==> src/rtl/hwfk_pkg.sv <==
package hwfk_pkg;

    localparam logic [15:0] HALF_FIRST  = 16'hFF61;
    localparam logic [15:0] HALF_LAST   = 16'hFF9F;
    localparam logic [15:0] MARK_VOICED = 16'hFF9E;
    localparam logic [15:0] MARK_SEMI   = 16'hFF9F;
    localparam logic [15:0] ASCII_FIRST = 16'h0020;
    localparam logic [15:0] ASCII_LAST  = 16'h007E;
    localparam logic [15:0] ASCII_SHIFT = 16'hFEE0;

    localparam logic [1:0] MARKS_NONE   = 2'b00;
    localparam logic [1:0] MARKS_VOICED = 2'b01;
    localparam logic [1:0] MARKS_BOTH   = 2'b11;

    localparam int FIFO_DEPTH = 4;
    localparam int PTR_W      = $clog2(FIFO_DEPTH);
    localparam int CNT_W      = $clog2(FIFO_DEPTH + 1);

    typedef struct packed {
        logic        valid;
        logic [15:0] kana;
        logic [1:0]  marks;
    } held_t;

    typedef struct packed {
        logic [1:0]  num;
        logic [15:0] code0;
        logic        last0;
        logic [15:0] code1;
    } result_t;

    function automatic logic [15:0] kana_full(input logic [5:0] idx);
        logic [15:0] k;
        case (idx)
            6'd0:  k = 16'h3002;
            6'd1:  k = 16'h300C;
            6'd2:  k = 16'h300D;
            6'd3:  k = 16'h3001;
            6'd4:  k = 16'h30FB;
            6'd5:  k = 16'h30F2;
            6'd6:  k = 16'h30A1;
            6'd7:  k = 16'h30A3;
            6'd8:  k = 16'h30A5;
            6'd9:  k = 16'h30A7;
            6'd10: k = 16'h30A9;
            6'd11: k = 16'h30E3;
            6'd12: k = 16'h30E5;
            6'd13: k = 16'h30E7;
            6'd14: k = 16'h30C3;
            6'd15: k = 16'h30FC;
            6'd16: k = 16'h30A2;
            6'd17: k = 16'h30A4;
            6'd18: k = 16'h30A6;
            6'd19: k = 16'h30A8;
            6'd20: k = 16'h30AA;
            6'd21: k = 16'h30AB;
            6'd22: k = 16'h30AD;
            6'd23: k = 16'h30AF;
            6'd24: k = 16'h30B1;
            6'd25: k = 16'h30B3;
            6'd26: k = 16'h30B5;
            6'd27: k = 16'h30B7;
            6'd28: k = 16'h30B9;
            6'd29: k = 16'h30BB;
            6'd30: k = 16'h30BD;
            6'd31: k = 16'h30BF;
            6'd32: k = 16'h30C1;
            6'd33: k = 16'h30C4;
            6'd34: k = 16'h30C6;
            6'd35: k = 16'h30C8;
            6'd36: k = 16'h30CA;
            6'd37: k = 16'h30CB;
            6'd38: k = 16'h30CC;
            6'd39: k = 16'h30CD;
            6'd40: k = 16'h30CE;
            6'd41: k = 16'h30CF;
            6'd42: k = 16'h30D2;
            6'd43: k = 16'h30D5;
            6'd44: k = 16'h30D8;
            6'd45: k = 16'h30DB;
            6'd46: k = 16'h30DE;
            6'd47: k = 16'h30DF;
            6'd48: k = 16'h30E0;
            6'd49: k = 16'h30E1;
            6'd50: k = 16'h30E2;
            6'd51: k = 16'h30E4;
            6'd52: k = 16'h30E6;
            6'd53: k = 16'h30E8;
            6'd54: k = 16'h30E9;
            6'd55: k = 16'h30EA;
            6'd56: k = 16'h30EB;
            6'd57: k = 16'h30EC;
            6'd58: k = 16'h30ED;
            6'd59: k = 16'h30EF;
            6'd60: k = 16'h30F3;
            6'd61: k = 16'h309B;
            6'd62: k = 16'h309C;
            default: k = 16'h309C;
        endcase
        return k;
    endfunction

    function automatic logic [1:0] marks_of(input logic [5:0] idx);
        logic [1:0] m;
        if (idx >= 6'd21 && idx <= 6'd35)
        begin
            m = MARKS_VOICED;
        end
        else if (idx >= 6'd41 && idx <= 6'd45)
        begin
            m = MARKS_BOTH;
        end
        else
        begin
            m = MARKS_NONE;
        end
        return m;
    endfunction

    function automatic logic [15:0] ascii_full(input logic [15:0] c);
        logic [15:0] f;
        case (c)
            16'h0020: f = 16'h3000;
            16'h0022: f = 16'h201D;
            16'h0027: f = 16'h2019;
            16'h002D: f = 16'h2010;
            16'h005C: f = 16'hFFE5;
            16'h007E: f = 16'h301C;
            default:  f = c + ASCII_SHIFT;
        endcase
        return f;
    endfunction

endpackage

==> src/rtl/hwfk_conv.sv <==
module hwfk_conv (
    input  logic                 ansi_mode,
    input  logic [15:0]          code_unit,
    input  logic                 end_of_text,
    input  hwfk_pkg::held_t      held,
    output hwfk_pkg::held_t      held_next,
    output hwfk_pkg::result_t    result
);

    logic        merge_voiced;
    logic        merge_semi;
    logic        is_ascii;
    logic        is_half;
    logic [5:0]  idx;
    logic [15:0] kana;
    logic [1:0]  marks;
    logic        hold_now;
    logic [15:0] cur_code;

    always_comb
    begin
        merge_voiced = held.valid && (code_unit == hwfk_pkg::MARK_VOICED);
        merge_semi   = held.valid && (code_unit == hwfk_pkg::MARK_SEMI) && held.marks[1];
        is_ascii     = ansi_mode && (code_unit >= hwfk_pkg::ASCII_FIRST)
                       && (code_unit <= hwfk_pkg::ASCII_LAST);
        is_half      = (code_unit >= hwfk_pkg::HALF_FIRST)
                       && (code_unit <= hwfk_pkg::HALF_LAST);
        idx          = 6'(code_unit - hwfk_pkg::HALF_FIRST);
        kana         = hwfk_pkg::kana_full(idx);
        marks        = hwfk_pkg::marks_of(idx);
        hold_now     = !is_ascii && is_half && (marks != hwfk_pkg::MARKS_NONE) && !end_of_text;

        if (is_ascii)
        begin
            cur_code = hwfk_pkg::ascii_full(code_unit);
        end
        else if (is_half)
        begin
            cur_code = kana;
        end
        else
        begin
            cur_code = code_unit;
        end

        held_next = '0;
        result    = '0;

        if (merge_voiced || merge_semi)
        begin
            result.num   = 2'd1;
            result.code0 = held.kana + (merge_voiced ? 16'd1 : 16'd2);
            result.last0 = 1'b1;
        end
        else
        begin
            if (hold_now)
            begin
                held_next.valid = 1'b1;
                held_next.kana  = kana;
                held_next.marks = marks;
            end
            if (held.valid)
            begin
                result.code0 = held.kana;
                result.code1 = cur_code;
                result.num   = hold_now ? 2'd1 : 2'd2;
                result.last0 = hold_now;
            end
            else
            begin
                result.code0 = cur_code;
                result.num   = hold_now ? 2'd0 : 2'd1;
                result.last0 = 1'b1;
            end
        end
    end

endmodule

==> src/rtl/halfwidth_to_fullwidth_kana.sv <==
// halfwidth to fullwidth katakana stream converter
// s_tdata carries one utf-16 code unit per transfer, s_tlast marks end of text.
// m_tdata carries converted code units, m_tlast marks the final result of an input.
// cfg_valid/cfg_data write ansi_mode (printable ascii to fullwidth); write only when idle.
// an input transfer lands in an input register; once the fifo has two free slots
// the conversion logic turns it into zero, one or two results pushed into a
// 4-entry output fifo that drives m_*. throughput is one code unit per cycle
// while each yields at most one result and the receiver takes every result;
// a unit that releases a held kana plus itself yields two results for m_*.
// a combinable kana is held until the next unit, which may merge with it;
// with s_tlast set nothing stays held.
// when the receiver stalls the fifo fills and s_tready drops once fewer than
// two slots are free; nothing is lost.
// reset clears ansi_mode, the held kana, the input valid flag, fifo pointers and count.
module halfwidth_to_fullwidth_kana (
    input  logic        clk,
    input  logic        rst_n,
    input  logic        cfg_valid,
    output logic        cfg_ready,
    input  logic        cfg_data,
    input  logic        s_tvalid,
    output logic        s_tready,
    input  logic [15:0] s_tdata,   // code_unit
    input  logic        s_tlast,   // end_of_text
    output logic        m_tvalid,
    input  logic        m_tready,
    output logic [15:0] m_tdata,   // out_code
    output logic        m_tlast    // last_of_run
);

    logic                        ansi_mode_reg;
    logic                        in_valid_reg;
    logic [15:0]                 in_code_reg;
    logic                        in_eot_reg;
    hwfk_pkg::held_t             held_reg;
    hwfk_pkg::held_t             held_next;
    hwfk_pkg::result_t           result;
    logic [16:0]                 fifo_reg [hwfk_pkg::FIFO_DEPTH];
    logic [hwfk_pkg::PTR_W-1:0]  wr_ptr_reg;
    logic [hwfk_pkg::PTR_W-1:0]  rd_ptr_reg;
    logic [hwfk_pkg::CNT_W-1:0]  count_reg;
    logic [hwfk_pkg::CNT_W-1:0]  count_next;
    logic [hwfk_pkg::CNT_W-1:0]  push_num;
    logic                        advance;
    logic                        pop;

    assign cfg_ready = 1'b1;
    assign advance   = in_valid_reg
                       && (count_reg <= hwfk_pkg::CNT_W'(hwfk_pkg::FIFO_DEPTH - 2));
    assign s_tready  = !in_valid_reg || advance;
    assign m_tvalid  = (count_reg != '0);
    assign pop       = m_tvalid && m_tready;
    assign m_tdata   = fifo_reg[rd_ptr_reg][15:0];
    assign m_tlast   = fifo_reg[rd_ptr_reg][16];
    assign push_num  = advance ? hwfk_pkg::CNT_W'(result.num) : '0;
    assign count_next = count_reg + push_num - (pop ? hwfk_pkg::CNT_W'(1) : '0);

    hwfk_conv u_conv (
        .ansi_mode   (ansi_mode_reg),
        .code_unit   (in_code_reg),
        .end_of_text (in_eot_reg),
        .held        (held_reg),
        .held_next   (held_next),
        .result      (result)
    );

    always_ff @(posedge clk or negedge rst_n)
    begin
        if (!rst_n)
        begin
            ansi_mode_reg <= 1'b0;
            in_valid_reg  <= 1'b0;
            held_reg      <= '0;
            wr_ptr_reg    <= '0;
            rd_ptr_reg    <= '0;
            count_reg     <= '0;
        end
        else
        begin
            if (cfg_valid && cfg_ready)
            begin
                ansi_mode_reg <= cfg_data;
            end
            if (s_tready)
            begin
                in_valid_reg <= s_tvalid;
            end
            if (advance)
            begin
                held_reg   <= held_next;
                wr_ptr_reg <= wr_ptr_reg + hwfk_pkg::PTR_W'(result.num);
            end
            if (pop)
            begin
                rd_ptr_reg <= rd_ptr_reg + hwfk_pkg::PTR_W'(1);
            end
            count_reg <= count_next;
        end
    end

    always_ff @(posedge clk)
    begin
        if (s_tvalid && s_tready)
        begin
            in_code_reg <= s_tdata;
            in_eot_reg  <= s_tlast;
        end
        if (advance && (result.num != 2'd0))
        begin
            fifo_reg[wr_ptr_reg] <= {result.last0, result.code0};
        end
        if (advance && (result.num == 2'd2))
        begin
            fifo_reg[wr_ptr_reg + hwfk_pkg::PTR_W'(1)] <= {1'b1, result.code1};
        end
    end

`ifndef NO_ASSERTIONS
    a_fifo_bound: assert property (@(posedge clk) disable iff (!rst_n)
        count_reg <= hwfk_pkg::CNT_W'(hwfk_pkg::FIFO_DEPTH))
        else $error("output fifo overflow");

    a_held_marks: assert property (@(posedge clk) disable iff (!rst_n)
        held_reg.valid |-> (held_reg.marks != hwfk_pkg::MARKS_NONE))
        else $error("held kana without marks");

    a_held_range: assert property (@(posedge clk) disable iff (!rst_n)
        held_reg.valid |-> (held_reg.kana >= 16'h30AB && held_reg.kana <= 16'h30DB))
        else $error("held kana outside voiceable range");

    a_eot_flush: assert property (@(posedge clk) disable iff (!rst_n)
        (advance && in_eot_reg) |=> !held_reg.valid)
        else $error("kana still held after end of text");
`endif

endmodule

==> config.mk <==
export PLATFORM = sky130hd
export DESIGN_NAME = halfwidth_to_fullwidth_kana
export DESIGN_NICKNAME = d
export VERILOG_FILES = /design/src/rtl/hwfk_pkg.sv /design/src/rtl/hwfk_conv.sv /design/src/rtl/halfwidth_to_fullwidth_kana.sv
export SDC_FILE = /design/constraint.sdc
export NUM_CORES = 1
export LEC_CHECK = 0
export BUFFER_PORTS_ARGS = -buffer_cell sky130_fd_sc_hd__buf_2
export CORE_MARGIN = 2
export CORE_UTILIZATION = 66
export CTS_CLUSTER_SIZE = 30
export DETAILED_ROUTE_END_ITERATION = 8
export HOLD_SLACK_MARGIN = 0.1
export PLACE_DENSITY = 0.86
export SLEW_MARGIN = 20
export SYNTH_ARGS = -nofsm -noshare
export SYNTH_HDL_FRONTEND = slang
export SYNTH_SLANG_ARGS = --single-unit
export TNS_END_PERCENT = 10
==> constraint.sdc <==
create_clock -name clk -period 11.5 [get_ports clk]
set_input_delay 2.875 -clock clk [delete_from_list [all_inputs] [get_ports clk]]
set_output_delay 2.875 -clock clk [all_outputs]
set_load 0.05 [all_outputs]
==> flow_results.org, run 1 <==
** Critical path
- Largest driver fanout on the critical path :: 16
- STA classifies the critical path startpoint as a flop.
- Buffers & Inverters on Critical Path :: 1
- At the worst endpoint, the required time is 11500 ps.
- Element type at the critical path end :: flop
- Longest individual stage delay on the worst path :: 780 ps
- Family of cells with the greatest summed delay on the critical path :: simple AND/OR/NAND/NOR gates
- Walking the worst path, the cells encountered are inv_1 > ha_1 > nor3b_2 > xnor2_1 > nand2_1 > o311ai_0 > o21ai_0 > nand2_1 > ha_1 > nor2_1 > a21oi_2 > nand3_1 > nand2_1.
- Data arrives at the worst endpoint at 5270 ps.
- Cell with the biggest individual delay on the critical path :: sky130_fd_sc_hd__edfxtp_1
- The cell that appears most often on the critical path is sky130_fd_sc_hd__nand2_1.
- The critical path is of the reg2reg type.

** Yosys
- Most common flop cell mapped by yosys :: sky130_fd_sc_hd__edfxtp_1
- When the netlist entered floorplanning its net count stood at 680.
- Leading area contributor after synthesis :: sky130_fd_sc_hd__edfxtp_1
- In the synthesized netlist, the number of instances is 636.
- YS warnings :: 0
- The share of synthesized area in the top cell type comes to 37.16%.
- After synthesis, the netlist uses 87 different library cells.
- Sorting the synthesized cells by area gives the leading types as sky130_fd_sc_hd__edfxtp_1, sky130_fd_sc_hd__dfrtp_1, sky130_fd_sc_hd__mux4_2, sky130_fd_sc_hd__nand2_1, sky130_fd_sc_hd__ha_1.
- Number of enable flip-flop cells after synthesis :: 81
- For this run, the register share of the synthesized area comes to 45.64%.
- Post-synth design cell area :: 6546 sq um
- In this run, synthesis produced a sequential element count of 104.
- Mean Syn Cell Area :: 10.29 sq um
- Post-synth ARST share :: 18.27%

** Timing
- Slew @ Worst Pin :: 892.3 ps
- Final worst clock skew :: 22.64 ps
- Post-layout minimum cycle time :: 5278 ps
- On the final layout, the worst hold slack is 503.8 ps.
- Fmax :: 189.5 MHz
- Setup repair after global routing left no endpoint under its margin.
- Final Setup Violations :: 0
- The number of hold violations in the final report came to 0.
- Fin. max-slew vios :: 0
- Final-layout setup total negative slack :: 0 ps
- Of the available clock period, the critical path in the final layout requires 45.89%.
- The worst pin sits at a relative slew slack of 40.52%.

** Placement
- Total of buffers placed on input and output ports :: 41
- After legalization and detailed placement, the total HPWL measured 11.87 mm.
- Including well taps, the total number of placed cells is 773.
- Routability congestion estimate from global placement :: 0.9495

** Power
- In this run the power density over the cells is 230.7 nW/um^2.
- For this design the static power due to leakage is 2.497 nW.
- Across the VDD grid, the largest voltage drop is 0.1309 mV.
- Combinational share of power :: 47.2%
- Proportion of power drawn by flip-flops and latches :: 38.0%
- Net switching component of the power :: 0.0007535 W
- Power Internal :: 0.0008499 W
- Clock network fraction of total power :: 14.8%
- Switching share of total power :: 46.99%

** Finish
- Leaving out fill and tap cells, the most frequent cell in the layout is sky130_fd_sc_hd__edfxtp_1.
- Number of nets in the layout :: 695
- Compared with the post-synthesis result, the final layout area differs by 6.193%.
- Leaving out fill and tap cells, the most frequent cells in the layout are sky130_fd_sc_hd__edfxtp_1, sky130_fd_sc_hd__nand2_1, sky130_fd_sc_hd__nor2_1, sky130_fd_sc_hd__o21ai_0, sky130_fd_sc_hd__buf_2.
- Flip-flop count of the largest register after layout :: 68
- # diodes :: 0
- Non-filler cells, final :: 789
- Of the cells placed in the final design, the portion with a size suffix greater than 1 is 15.55%.
- Cells fill 71.78% of the core in the end.

** Floorplanning
- Core region area :: 9684 sq um
- Die X-Extent :: 103.6 microns
- In this run the vertical extent of the chip is 103.6 microns.
- Initial standard-cell utilization of the core :: 67.60%
- Ports placed on the boundary :: 43
- The floorplan step defined a die boundary enclosing 10730 sq um.
- In this run the core area contains 36 standard-cell rows.

** Global routing
- Global-route total usage across every layer :: 31.11%
- Remaining Overflow, GRT :: 0
- Via count of the first global-routing pass :: 5206
- Largest net degree at the start of global routing :: 29
- The number of antenna violations at the first check in global routing was 0.
- The first global-routing pass estimated 26.74 mm of wire.

** CTS
- Clock-pin slew was measured on the worst setup and hold paths at 120 ps.
- After clock tree synthesis, the repair step resized 0 gates.
- Htree depth :: 3
- The clock passes through at most 2 buffers.
- After clock tree synthesis, the setup repair step added 0 buffers.
- CTS saw 104 sinks.
- Counting the buffers created by CTS gives 9.
- The root buffer cell chosen for the clock tree is sky130_fd_sc_hd__clkbuf_8.
- Hold repair after CTS inserted 0 buffers.
- CTS tree :: built
- The later pin in the worst-skew pair is clocked with a latency of 380 ps.

** Route
- Count of vias placed by the detailed router :: 5466
- In the routed design, unresolved DRC markers number 0.
- Number of design-rule violations left by the first detailed-router iteration :: 585
- Detailed-route wire length :: 16.20 mm
- The count of nets left with antenna violations once routing finished came out at 0.
- For this run, the detailed router's first-pass iteration total came to 6.
- Detail-routed via count per cell :: 6.928
- In the final routed layout, each cell accounts on average for 20.54 microns.

** Flow run
- Across the run, the number of max-cap violations was 0.

** Outcome
- The run finished with clean final reports.

** Min path
- The tightest min-delay check is of the reg2reg type.
synthesized netlist by cell type, types with 4 or more instances:
cell type,instances
sky130_fd_sc_hd__edfxtp_1,81
sky130_fd_sc_hd__xor2_1,4
sky130_fd_sc_hd__dfxtp_1,4
sky130_fd_sc_hd__or3_1,4
sky130_fd_sc_hd__xnor2_1,7
sky130_fd_sc_hd__and2_1,13
sky130_fd_sc_hd__inv_1,21
sky130_fd_sc_hd__o21a_1,8
sky130_fd_sc_hd__nand3_1,16
sky130_fd_sc_hd__o211ai_1,7
sky130_fd_sc_hd__clkbuf_1,18
sky130_fd_sc_hd__nor3_1,9
sky130_fd_sc_hd__a22oi_1,5
sky130_fd_sc_hd__ha_1,19
sky130_fd_sc_hd__o21ai_1,6
sky130_fd_sc_hd__nand2b_1,10
sky130_fd_sc_hd__a31oi_1,7
sky130_fd_sc_hd__a22o_1,4
sky130_fd_sc_hd__dfrtp_1,19
sky130_fd_sc_hd__o21bai_1,5
sky130_fd_sc_hd__o22ai_1,25
sky130_fd_sc_hd__and3_1,5
sky130_fd_sc_hd__nor4_1,5
sky130_fd_sc_hd__o31ai_1,5
sky130_fd_sc_hd__a21oi_1,36
sky130_fd_sc_hd__buf_2,11
sky130_fd_sc_hd__mux4_2,17
sky130_fd_sc_hd__o2111ai_1,5
sky130_fd_sc_hd__nand2_1,68
sky130_fd_sc_hd__a21o_1,4
sky130_fd_sc_hd__nor2_1,51
sky130_fd_sc_hd__o21ai_0,41
sky130_fd_sc_hd__nand4_1,12
worst register-to-register path, cell delays in order, from the launching register on:
cell	delay, ps
sky130_fd_sc_hd__edfxtp_1	780
sky130_fd_sc_hd__inv_1	290
sky130_fd_sc_hd__ha_1	350
sky130_fd_sc_hd__nor3b_2	220
sky130_fd_sc_hd__xnor2_1	660
sky130_fd_sc_hd__nand2_1	220
sky130_fd_sc_hd__o311ai_0	320
sky130_fd_sc_hd__o21ai_0	190
sky130_fd_sc_hd__nand2_1	120
sky130_fd_sc_hd__ha_1	200
sky130_fd_sc_hd__nor2_1	80
sky130_fd_sc_hd__a21oi_2	290
sky130_fd_sc_hd__nand3_1	430
sky130_fd_sc_hd__nand2_1	740
layout make-up:
class / instances / area, sq um
Multi-Input combinational cell: 473 / 3293
Clock buffer: 9 / 123.9
Sequential cell: 104 / 2989
Inverter: 22 / 82.58
Tap cell: 133 / 166.4
Clock inverter: 7 / 91.34
Fill cell: 692 / 2733
Timing Repair Buffer: 41 / 205.2
cell families after synthesis:
| logic type | share of synthesized area [%] |
|---|---|
| AND/OR/NAND/NOR | 17.14 |
| buffers and inverters | 4.052 |
| XOR/XNOR | 1.720 |
| other | 0.05728 |
| AO/OA/AOI/OAI | 20.49 |
| flip-flops | 45.64 |
| adder cells (fa/ha/maj) | 4.243 |
| multiplexers | 6.651 |
per-stage QoR:
| step | power [W] | worst slack (ps) | area, sq um |
|---|---|---|---|
| after floorplan | 0.001191 | 6554 | 6546 |
| after global placement | 0.001340 | 6626 | 6735 |
| after detailed placement | 0.001363 | 6338 | 6735 |
| after CTS | 0.001593 | 6212 | 6950 |
| after global routing | 0.001686 | 5765 | 6952 |
| final | 0.001603 | 6222 | 6952 |
power groups by stage:
stage | Sequential (W) | Combinational, W | Clock [W]
CTS | 0.000608 | 0.000748 | 0.000237
floorplan | 0.000544 | 0.000647 | 0
global route | 0.000622 | 0.000811 | 0.000253
detailed placement | 0.000616 | 0.000747 | 0
global placement | 0.000610 | 0.000730 | 0
finish | 0.000609 | 0.000757 | 0.000238
final timing paths:
check | start | end | slack, ps | cells past startpoint
max in group asynchronous | rst_n | held_reg[5]$_DFFE_PN0P_ | 8770 | 1
min in group asynchronous | rst_n | count_reg[1]$_DFF_PN0_ | 2410 | 1
max | in_code_reg[1]$_DFFE_PP_ | fifo_reg[3][3]$_DFFE_PP_ | 6220 | 13
min | fifo_reg[1][16]$_SDFFE_PP1P_ | fifo_reg[1][16]$_SDFFE_PP1P_ | 500 | 2
min reg2reg | fifo_reg[1][16]$_SDFFE_PP1P_ | fifo_reg[1][16]$_SDFFE_PP1P_ | 500 | 2
max reg2reg | in_code_reg[1]$_DFFE_PP_ | fifo_reg[3][3]$_DFFE_PP_ | 6220 | 13
per-layer routing:
metal  global-route usage, %  part of all wire [%]  vias to the layer above
met5                       0                     0                        -
met4                   8.687                   2.6                        0
met3                   5.664                   9.8                       56
met2                   53.17                    50                      374
met1                   41.18                    37                     2578
li1                        -                     -                     2458
Note: power is estimated with default switching activity, not from simulation.
==> run 2, diff against run 1 <==
ABC_AREA = 1   (was default)
CORE_UTILIZATION = 56   (was 66)
PLACE_DENSITY = 0.77   (was 0.86)
clock period = 4.45 ns   (was 11.5 ns; I/O delays follow)
==> run 2 against run 1 <==
Combinational power grew to 3.2 times the previous value. Area after synthesis up 7.8%. Sequential power up 150%. Global-route usage shrank 2.1 points. Worst setup slack got worse by 5800 ps. Register-to-register slack worse by 5800 ps. Sequential share of layout area down 4.3 points. Worst hold slack got worse by 28 ps. Critical endpoint is now count_reg[2]$_DFF_PN0_. Largest cell class unchanged. Highest routed layer unchanged.
==> flow_results.org, run 2 <==
** Outcome
- The flow ran to the end, and the final reports show no timing, DRC or antenna violations.

** Critical path
- The startpoint identified for the worst register-to-register timing path is in_code_reg[0]$_DFFE_PP_.
- Signal arrival time at the worst endpoint :: 4340 ps (-930 ps)
- Worst R2R Setup Slack :: 400 ps (-5820 ps)
- The maximum single-stage delay on the critical path came to 480 ps (-300 ps).
- Element type at the critical path end :: flop
- FF-to-FF End :: count_reg[2]$_DFF_PN0_
- The maximum net fanout on the critical path is 15 (-1).
- Setup Crit Path Kind :: reg2reg
- By instance count, the cell type seen most on the critical path is sky130_fd_sc_hd__inv_1.
- The depth of the worst register-to-register path is 21 (+8).
- Among cell families on the critical path, the largest total delay comes from adder cells.
- The signal on the critical path passes through inv_2 > ha_1 > inv_1 > ha_2 > inv_1 > nand2_1 > nor2_1 > o22ai_1 > nand2_1 > nand3b_1 > ha_1 > inv_1 > nand2_4 > nand2_4 > ha_1 > inv_1 > ha_1 > inv_1 > fa_1 > xnor2_1 > xor2_1.
- Buffers & Inverters on Critical Path :: 6 (+5)
- Cell with the biggest individual delay on the critical path :: sky130_fd_sc_hd__ha_2
- Startpoint kind of the worst setup timing path :: flop
- The data required time at the worst endpoint came to 4740 ps (-6760 ps).

** Route
- Count of vias placed by the detailed router :: 6435 (+18%)
- Final routed wire length divided by cell count :: 16.30 microns (-21%)
- Routed Antenna Nets :: 0 (unchanged)
- The detailed-route wire length was 18.32 mm (+13%).
- The total DRC errors in the routed layout came to 0 (unchanged).
- Detail-routed via count per cell :: 5.725 (-17%)
- Iteration count of the initial detailed-routing pass :: 5 (-1)
- The iteration-0 DRC count of the detailed router was 602 (+2.9%).

** Floorplanning
- Die X-Extent :: 116.2 microns (+12%)
- The die outline height came to 116.2 microns (+12%).
- The number of I/O pins came to 43 (unchanged).
- Core region area :: 12470 sq um (+29%)
- The area of the die came to 13510 sq um (+26%).
- The starting density of the core is 56.60% (-11 points).
- The number of core rows came to 41 (+14%).

** Timing
- Period utilization :: 90.99% (+45 points)
- Final-layout setup total negative slack :: 0 ps (unchanged)
- The worst-case headroom to the max-slew limit is 55.06% (+15 points).
- Min setup slack post-route :: 400.9 ps (-5821 ps)
- Final Setup Violations :: 0 (unchanged)
- Setup repair after global routing left no endpoint under its margin.
- The highest clock rate was 247.0 MHz (+30%).
- The number of hold violations in the final report was 0 (unchanged).
- The worst-margin pin slew is 673.3 ps (-218.9 ps).
- Final worst clock skew :: 6.145 ps (-16.49 ps)
- The final critical-path required period came to 4049 ps (-1229 ps).
- The number of pins with negative max-slew slack in the final report is 0 (unchanged).

** Yosys
- Synth cell count leaders :: sky130_fd_sc_hd__nand2_1, sky130_fd_sc_hd__nand3_1, sky130_fd_sc_hd__nor2_1, sky130_fd_sc_hd__edfxtp_1, sky130_fd_sc_hd__o21ai_0
- The gate count of the mapped netlist is 913 (+44%).
- The sequential share of the synthesized area is 42.35% (-3.3 points).
- Post-synth design cell area :: 7056 sq um (+7.8%)
- Number of enable flip-flop cells after synthesis :: 81 (unchanged)
- Mean Syn Cell Area :: 7.728 sq um (-25%)
- The share of synthesized registers carrying an async set or reset was 18.27% (unchanged).
- The share of the synthesized area in the top cell type was 34.47% (-2.7 points).
- Yosys instantiated no cell more often than sky130_fd_sc_hd__nand2_1.
- Yosys attributes the largest share of cell area to sky130_fd_sc_hd__edfxtp_1, sky130_fd_sc_hd__nand2_1, sky130_fd_sc_hd__nand3_1, sky130_fd_sc_hd__dfrtp_1, sky130_fd_sc_hd__o21ai_0.
- The most used flip-flop cell after synthesis is sky130_fd_sc_hd__edfxtp_1.
- Mapped Nets :: 957 (+41%)
- Leading area contributor after synthesis :: sky130_fd_sc_hd__edfxtp_1
- Distinct cell type count after synthesis :: 45 (-48%)
- YS warnings :: 0 (unchanged)
- The register bit count reported by yosys came to 104 (unchanged).

** CTS
- The buffer levels on the longest clock path was 2 (unchanged).
- Inserted Clock Buffers :: 9 (unchanged)
- CTS placed an instance of sky130_fd_sc_hd__clkbuf_16 at the clock tree root.
- Number of buffers added for setup after CTS :: 0 (unchanged)
- The worst-skew pair later-pin latency is 360 ps (-20 ps).
- The clock transition at the registers of the reported paths is 70 ps (-50 ps).
- TritonCTS built the clock tree.
- The maximum level of the CTS H-tree is 3 (unchanged).
- The clock sink total came to 104 (unchanged).

** Finish
- Flip-flop count of the largest register after layout :: 68 (unchanged)
- The library cells used most frequently in the layout, excluding fill and tap cells, are sky130_fd_sc_hd__nand2_1, sky130_fd_sc_hd__nand3_1, sky130_fd_sc_hd__nor2_1, sky130_fd_sc_hd__edfxtp_1, sky130_fd_sc_hd__o21ai_0.
- The number of antenna cells inserted was 0 (unchanged).
- The combined flip-flop and latch cell area came to 2988 sq um (about the same).
- Area used by multi-input combinational logic :: 3557 sq um (+8.0%)
- Leaving out fill and tap cells, the most frequent cell in the layout is sky130_fd_sc_hd__nand2_1.
- The total number of nets in the final design was 991 (+43%).
- Fraction of final layout cells with drive strength greater than 1 :: 13.76% (-1.8 points)
- The layout filler cell count came to 1108 (+60%).
- The area growth from synthesis to layout is 9.523%.

** Global routing
- The number of antenna violations at the first check in global routing is 0 (unchanged).
- The number of global-route vias before repair is 6052 (+16%).
- Largest net degree at the start of global routing :: 37 (+28%)
- Global-route total usage across every layer :: 29.05% (-2.1 points)
- Remaining Overflow, GRT :: 0 (unchanged)
- The wire length of the first global-routing pass is 30.28 mm (+13%).

** Power
- Worst supply voltage drop on vdd :: 0.2708 mV (+110%)
- The power density normalized to cell area was 620.0 nW/um^2 (+170%).
- Pleak :: 3.313 nW (+33%)

** Placement
- The number of buffers added on ports came to 41 (unchanged).
- The placed wire-length estimate was 13.61 mm (+15%).
- The worst setup slack before clock tree synthesis was 311.1 ps (-6027 ps).
- Routability congestion estimate from global placement :: 0.9556 (+0.64%)

** Min path
- Hold Startpoint :: fifo_reg[1][16]$_SDFFE_PP1P_
- The worst hold path terminates at fifo_reg[1][16]$_SDFFE_PP1P_.
- Class of the most critical hold timing path :: reg2reg
- Worst hold path depth :: 2 (unchanged)

** Flow run
- Max-capacitance violation count :: 0 (unchanged)
-- run 2: cell types whose count changed after synthesis, moves of 8 or more --
| cell | delta |
|---|---|
| sky130_fd_sc_hd__mux4_2 | -17 |
| sky130_fd_sc_hd__nor2_1 | +40 |
| sky130_fd_sc_hd__nand2b_1 | -10 |
| sky130_fd_sc_hd__o21ai_0 | +33 |
| sky130_fd_sc_hd__nand3_1 | +89 |
| sky130_fd_sc_hd__and2_1 | -11 |
| sky130_fd_sc_hd__o22ai_1 | +10 |
| sky130_fd_sc_hd__a21oi_1 | -24 |
| sky130_fd_sc_hd__o21a_1 | -8 |
| sky130_fd_sc_hd__inv_1 | +46 |
| sky130_fd_sc_hd__nand2_2 | +9 |
| sky130_fd_sc_hd__inv_2 | +8 |
| sky130_fd_sc_hd__o21ai_1 | +8 |
| sky130_fd_sc_hd__nand2_1 | +187 |
-- run 2: per-stage QoR --
stage / hold WS [ps] / std cells / instance area (sq um) / util (%) / total power [W]
after floorplan: 437.2 / 913 / 7056 / - / 0.003357
after global placement: 455.4 / 1108 / 7390 / 59.28 / 0.003871
after detailed placement: 462.5 / 1108 / 7390 / 59.28 / 0.003918
after CTS: 480.5 / 1124 / 7717 / 61.91 / 0.004786
after global routing: 519.3 / 1124 / 7727 / 61.99 / 0.005115
final: 475.4 / 1124 / 7727 / 61.99 / 0.004791
-- run 2: how the worst max path moves through the flow --
stage / start / end / slack [ps] / depth (start not counted)
floorplan: in_code_reg[0]$_DFFE_PP_ / count_reg[2]$_DFF_PN0_ / 650 / 21
global placement: in_code_reg[0]$_DFFE_PP_ / count_reg[2]$_DFF_PN0_ / 500 / 21
detailed placement: in_code_reg[0]$_DFFE_PP_ / count_reg[2]$_DFF_PN0_ / 310 / 21
CTS: in_code_reg[0]$_DFFE_PP_ / count_reg[2]$_DFF_PN0_ / 300 / 21
global route: in_code_reg[0]$_DFFE_PP_ / count_reg[2]$_DFF_PN0_ / 40 / 21
finish: in_code_reg[0]$_DFFE_PP_ / count_reg[2]$_DFF_PN0_ / 400 / 21
-- run 2: logic make-up (layout without fill, tap and decap cells) --
logic type / count (synthesis) / count (layout) / synth area share (%)
other: 1 / 1 / 0.05315
adders and majority gates: 21 / 21 / 3.937
buffers and inverters: 115 / 154 / 7.430
xor gates and xnor gates: 10 / 10 / 1.241
DFF: 104 / 104 / 42.35
AOI/OAI and AO/OA: 150 / 150 / 12.04
and+or+nand+nor: 512 / 512 / 32.95
-- run 2: report_power, final --
part	total, W	switching, W	internal, W
combinational	0.00242	0.00178	0.000640
clock	0.000874	0.000374	0.000500
sequential	0.00150	0.000133	0.00137
total	0.00479	0.00228	0.00251
-- run 2: layout make-up --
class	count	share of cell area, %
Multi-Input combinational cell	694	46.03
Sequential cell	104	38.67
Tap cell	172	2.785
Clock buffer	9	2.915
Inverter	81	4.064
Timing Repair Buffer	57	4.210
Clock inverter	7	1.328
-- run 2: what timing repair did --
action	4_1_cts	5_1_grt
hold buffers	0	0
gates resized for setup	0	1
setup endpoints to repair	0	1
-- run 2: worst min-delay path: stages (launching register included) --
cell and delay [ps]:
sky130_fd_sc_hd__dfxtp_1 330, sky130_fd_sc_hd__nand2_1 50, sky130_fd_sc_hd__o211ai_1 60
-- run 2: routing by layer --
| metal | GRT usage, % | wire length (microns) | vias up |
|---|---|---|---|
| li1 | - | - | 3157 |
| met1 | 37.69 | 7642 | 2906 |
| met2 | 47.36 | 8527 | 308 |
| met3 | 3.996 | 1354 | 64 |
| met4 | 15.79 | 800 | 0 |
| met5 | 0 | 0 | - |
